$ cat src/rtl/mf3_pkg.sv
// ----------------------------------------------------------------------------
// Median filter 3x3 package
// Shared widths, register indexes and beat types of the 3x3 median filter.
// ----------------------------------------------------------------------------
package mf3_pkg;

  localparam int MAX_COLUMNS = 1024;
  localparam int PIXEL_BITS  = 8;
  localparam int COL_BITS    = $clog2(MAX_COLUMNS);
  localparam int ROW_BITS    = 16;
  localparam int CFG_BITS    = 16;
  localparam int WIN_SIZE    = 9;
  localparam int WIN_MID     = 4;

  localparam logic [COL_BITS:0]   COLUMNS_RESET = (COL_BITS + 1)'(640);
  localparam logic [ROW_BITS-1:0] ROWS_RESET    = ROW_BITS'(480);

  localparam logic [0:0] CFG_COLUMNS = 1'b0;
  localparam logic [0:0] CFG_ROWS    = 1'b1;

  typedef logic [PIXEL_BITS-1:0] pixel_t;
  typedef pixel_t [WIN_SIZE-1:0] win_t;

  typedef struct packed {
    pixel_t pixel_value;
    logic   frame_start;
  } in_beat_t;

  typedef struct packed {
    pixel_t                median_value;
    logic [ROW_BITS-1:0]   center_row;
    logic [COL_BITS-1:0]   center_col;
    logic                  frame_last;
  } out_beat_t;

  typedef struct packed {
    logic                  produce;
    logic [ROW_BITS-1:0]   row;
    logic [COL_BITS-1:0]   col;
    logic                  last;
  } tag_t;

endpackage

$ cat src/rtl/mf3_sort_cell.sv
// ----------------------------------------------------------------------------
// Median filter sort cell
// One odd-even transposition step over the nine window pixels, registered.
// ----------------------------------------------------------------------------
module mf3_sort_cell (
  input  logic           clk,
  input  logic           rst_n,
  input  logic           odd_phase,
  input  logic           valid_in,
  input  mf3_pkg::win_t  win_in,
  input  mf3_pkg::tag_t  tag_in,
  output logic           valid_r,
  output mf3_pkg::win_t  win_r,
  output mf3_pkg::tag_t  tag_r
);

  mf3_pkg::win_t win_nxt;

  always_comb begin
    win_nxt = win_in;
    for (int i = 0; i < mf3_pkg::WIN_SIZE - 1; i++) begin
      if (i[0] == odd_phase) begin
        if (win_in[i] > win_in[i+1]) begin
          win_nxt[i]   = win_in[i+1];
          win_nxt[i+1] = win_in[i];
        end
      end
    end
  end

  always_ff @(posedge clk) begin
    if (!rst_n) begin
      valid_r <= 1'b0;
    end else begin
      valid_r <= valid_in;
    end
  end

  always_ff @(posedge clk) begin
    win_r <= win_nxt;
    tag_r <= tag_in;
  end

endmodule

$ cat config.mk
export PLATFORM = sky130hd
export DESIGN_NAME = mf3_sort_cell
export DESIGN_NICKNAME = d
export VERILOG_FILES = /design/src/rtl/mf3_pkg.sv /design/src/rtl/mf3_sort_cell.sv
export SDC_FILE = /design/constraint.sdc
export NUM_CORES = 1
export LEC_CHECK = 0
export ABC_CLOCK_PERIOD_IN_PS = 2810
export BUFFER_PORTS_ARGS = -buffer_cell sky130_fd_sc_hd__buf_2
export CAP_MARGIN = 5
export CORE_ASPECT_RATIO = 0.75
export CORE_MARGIN = 3
export CORE_UTILIZATION = 32
export CTS_CLUSTER_SIZE = 20
export DETAILED_ROUTE_END_ITERATION = 10
export PLACE_DENSITY = 0.67
export REMOVE_ABC_BUFFERS = 1
export SLEW_MARGIN = 15
export SYNTH_ARGS = -nofsm -noshare
export SYNTH_HDL_FRONTEND = slang
export SYNTH_SLANG_ARGS = --single-unit
$ cat constraint.sdc
create_clock -name clk -period 2.81 [get_ports clk]
set_input_delay 0.4215 -clock clk [delete_from_list [all_inputs] [get_ports clk]]
set_output_delay 0.4215 -clock clk [all_outputs]
set_load 0.02 [all_outputs]
==> flow_summary.toml <==
[outcome]
status = "finished clean"

[logic_synthesis]
synth_simple_gate_area_share_pct = 11.9
synth_edf_count = 0
synth.most_common_cell = "dfxtp_1"
synth_top_family_by_area = "compound AO/OA/AOI/OAI gates"
yosysSeqAreaShare_pct = 37.1
ys_ff_latch = 101
ys.flop_type = "dfxtp_1"
synth-compound-area-share_pct = 28.7
synth-xor-area-share_pct = 0
synthCells = 631
ys_warn_count = 0
synth.avg_cell_area_um2 = 8.63
synth_largest_area_cell = "dfxtp_1"
ys_types = 28
ys_top_cells_by_area = "dfxtp_1, ha_1, a21oi_1"
synth_top_cell_area_share_pct = 37.1
syn_area_um2 = 5450
async_reset_ff_share_pct = 0
synth.cells.most_frequent = "dfxtp_1, a21oi_1, nand3_1"
synth-adder-area-share_pct = 14.7
synth.area.mux_share_pct = 0

[timing]
max_slew_margin_pct = 47.9
fin_tns_setup_ps = 0
worst_pin_slew_ps = 782
fin_crit_ps = 2200
period_share_pct = 78.3
maxClockFrequency_mhz = 455
finalHoldViolCount = 0
setup_violations = 0
slew_violations = 0
rsz0062_at_grt = "no"

[clock_network]
cts_setup_buffers = 0
clk_pin_slew_worst_paths_ps = 70
cts_tree = "built"
cts_resized = 0
numCtsBuffers = 9
hold_buffers = 0
cts_max_path_buffers = 2
htree_levels = 3
root_buffer = "clkbuf_16"
cts_sinks = 101

[detailed_routing]
vias_per_cell = 5.10
wirelength_mm = 16.7
ant_nets = 0
drcViolationCount = 0
first_pass_iters = 7
num_vias = 5316
wire_per_inst_um = 16.0
drt_iter0_markers = 330

[power]
peakVddDrop_mv = 0.263
power-per-cell-area_nw_per_um2 = 564
leakagePower_nw = 3.46

[setup_path]
crit_start = "win_in[71]"
path_buf_inv = 2
critPathMaxStageDelay_ps = 430
cp_max_fo = 17
crit_family = "simple AND/OR/NAND/NOR gates"
cp_cell_sequence = "buf_2, inv_1, ha_1, nand4_1, or3b_1, a21o_4, and2_1, o21ai_0"
crit_arrival_ps = 2450
endpoint_kind = "flop"
required_ps = 3060
critPathSlowestCell = "and2_1"
start_kind = "input pin"
path_class = "input pin to flop"

[die]
pin_count = 205
die_w_um = 157
initial_utilization_pct = 33.3
core_um2 = 16400
die_h_um = 119
rows = 40
fp.dieArea_um2 = 18600

[grt]
grt_max_degree = 25
grt-busiest-layer = "met2"
grtUsageTotal_pct = 17.3
grt_pass1_wl_mm = 25.6
grtUsageMet2_pct = 26.3
grt.overflow.total = 0
grt_use_met1_pct = 23.5
grt_pass1_vias = 4980
grt_antenna_before_repair = 1
use_met3_pct = 5.63

[final_layout]
layout.nets = 996
design_area_um2 = 7010
n_antenna_cell = 0
area_growth_syn_to_layout_pct = 28.6
drive_gt1_share_pct = 31.2

[run]
max-cap-violations = 0

[placed_design]
io_buffers = 204
placed_cell_area_um2 = 6730
hpwl_mm = 13.7
gp_congestion = 0.856

[worst_hold_path]
hold_start = "tag_in[3]"
min_path_type = "input pin to flop"
-- layout make-up --
type / count / area (um2)
Tap cell: 210 / 263
Multi-Input combinational cell: 425 / 3010
Inverter: 65 / 246
Clock inverter: 5 / 36.3
Timing Repair Buffer: 226 / 1190
Fill cell: 1663 / 9360
Sequential cell: 101 / 2020
Clock buffer: 11 / 243
-- power breakdown --
part	internal, mW	switching, mW	leakage (nW)
clock	0.627	0.558	0.139
combinational	0.410	0.692	2.47
sequential	1.61	0.0552	0.852
-- sequential cells by signal, indices dropped and copies added, names as in the netlist --
| signal | count |
|---|---|
| win_r | 72 |
| valid_r | 1 |
| tag_r | 28 |
-- cell families (layout without fill, tap and decap cells) --
kind of cell    after synthesis  after routing
fa+ha+maj                    64             64
simple gates                123            123
compound gates              238            238
flops                       101            101
buf+inv                     105            307
-- layer usage --
metal | share of wire, % | vias up | routed length, um
met5 | 0.042 | - | 7
met4 | 1.6 | 2 | 262
met3 | 7.3 | 19 | 1220
met2 | 42 | 175 | 7080
met1 | 49 | 2410 | 8150
li1 | - | 2710 | -
-- path summary, 6_finish.rpt --
| kind | to | cells past startpoint |
|---|---|---|
| setup / recovery | win_r[65]$_DFF_P_ | 8 |
| hold / removal | tag_r[3]$_DFF_P_ | 1 |
-- through the flow --
step	worst slack, ps	total power, mW	cells	util [%]	hold slack (ps)
2_1_floorplan	378	2.34	591	-	449
3_3_place_gp	403	2.79	1027	41.1	524
3_5_place_dp	329	2.80	1027	41.1	525
4_1_cts	677	4.01	1043	42.8	145
5_1_grt	540	4.18	1043	42.8	141
6_report	610	3.95	1043	42.8	164
-- layout by cell type, fill, tap and decap left out --
cell type,n
a21oi_1,80
nand2_1,9
clkbuf_16,9
a211o_1,1
dfxtp_1,101
clkinv_4,3
nor2b_1,8
a21bo_2,7
clkinv_2,2
a2111o_1,6
inv_4,1
ha_1,64
clkbuf_8,1
nand3_1,72
o211ai_1,14
o21ai_2,2
buf_4,22
a21o_4,1
o21ai_0,22
clkbuf_1,1
nor2_1,6
or3b_1,1
buf_2,204
nand3b_1,2
a21o_1,49
nand4_1,16
and2_1,8
and2_0,1
inv_1,64
a31oi_2,8
a31oi_1,48
Power figures use the tool's default switching activity.
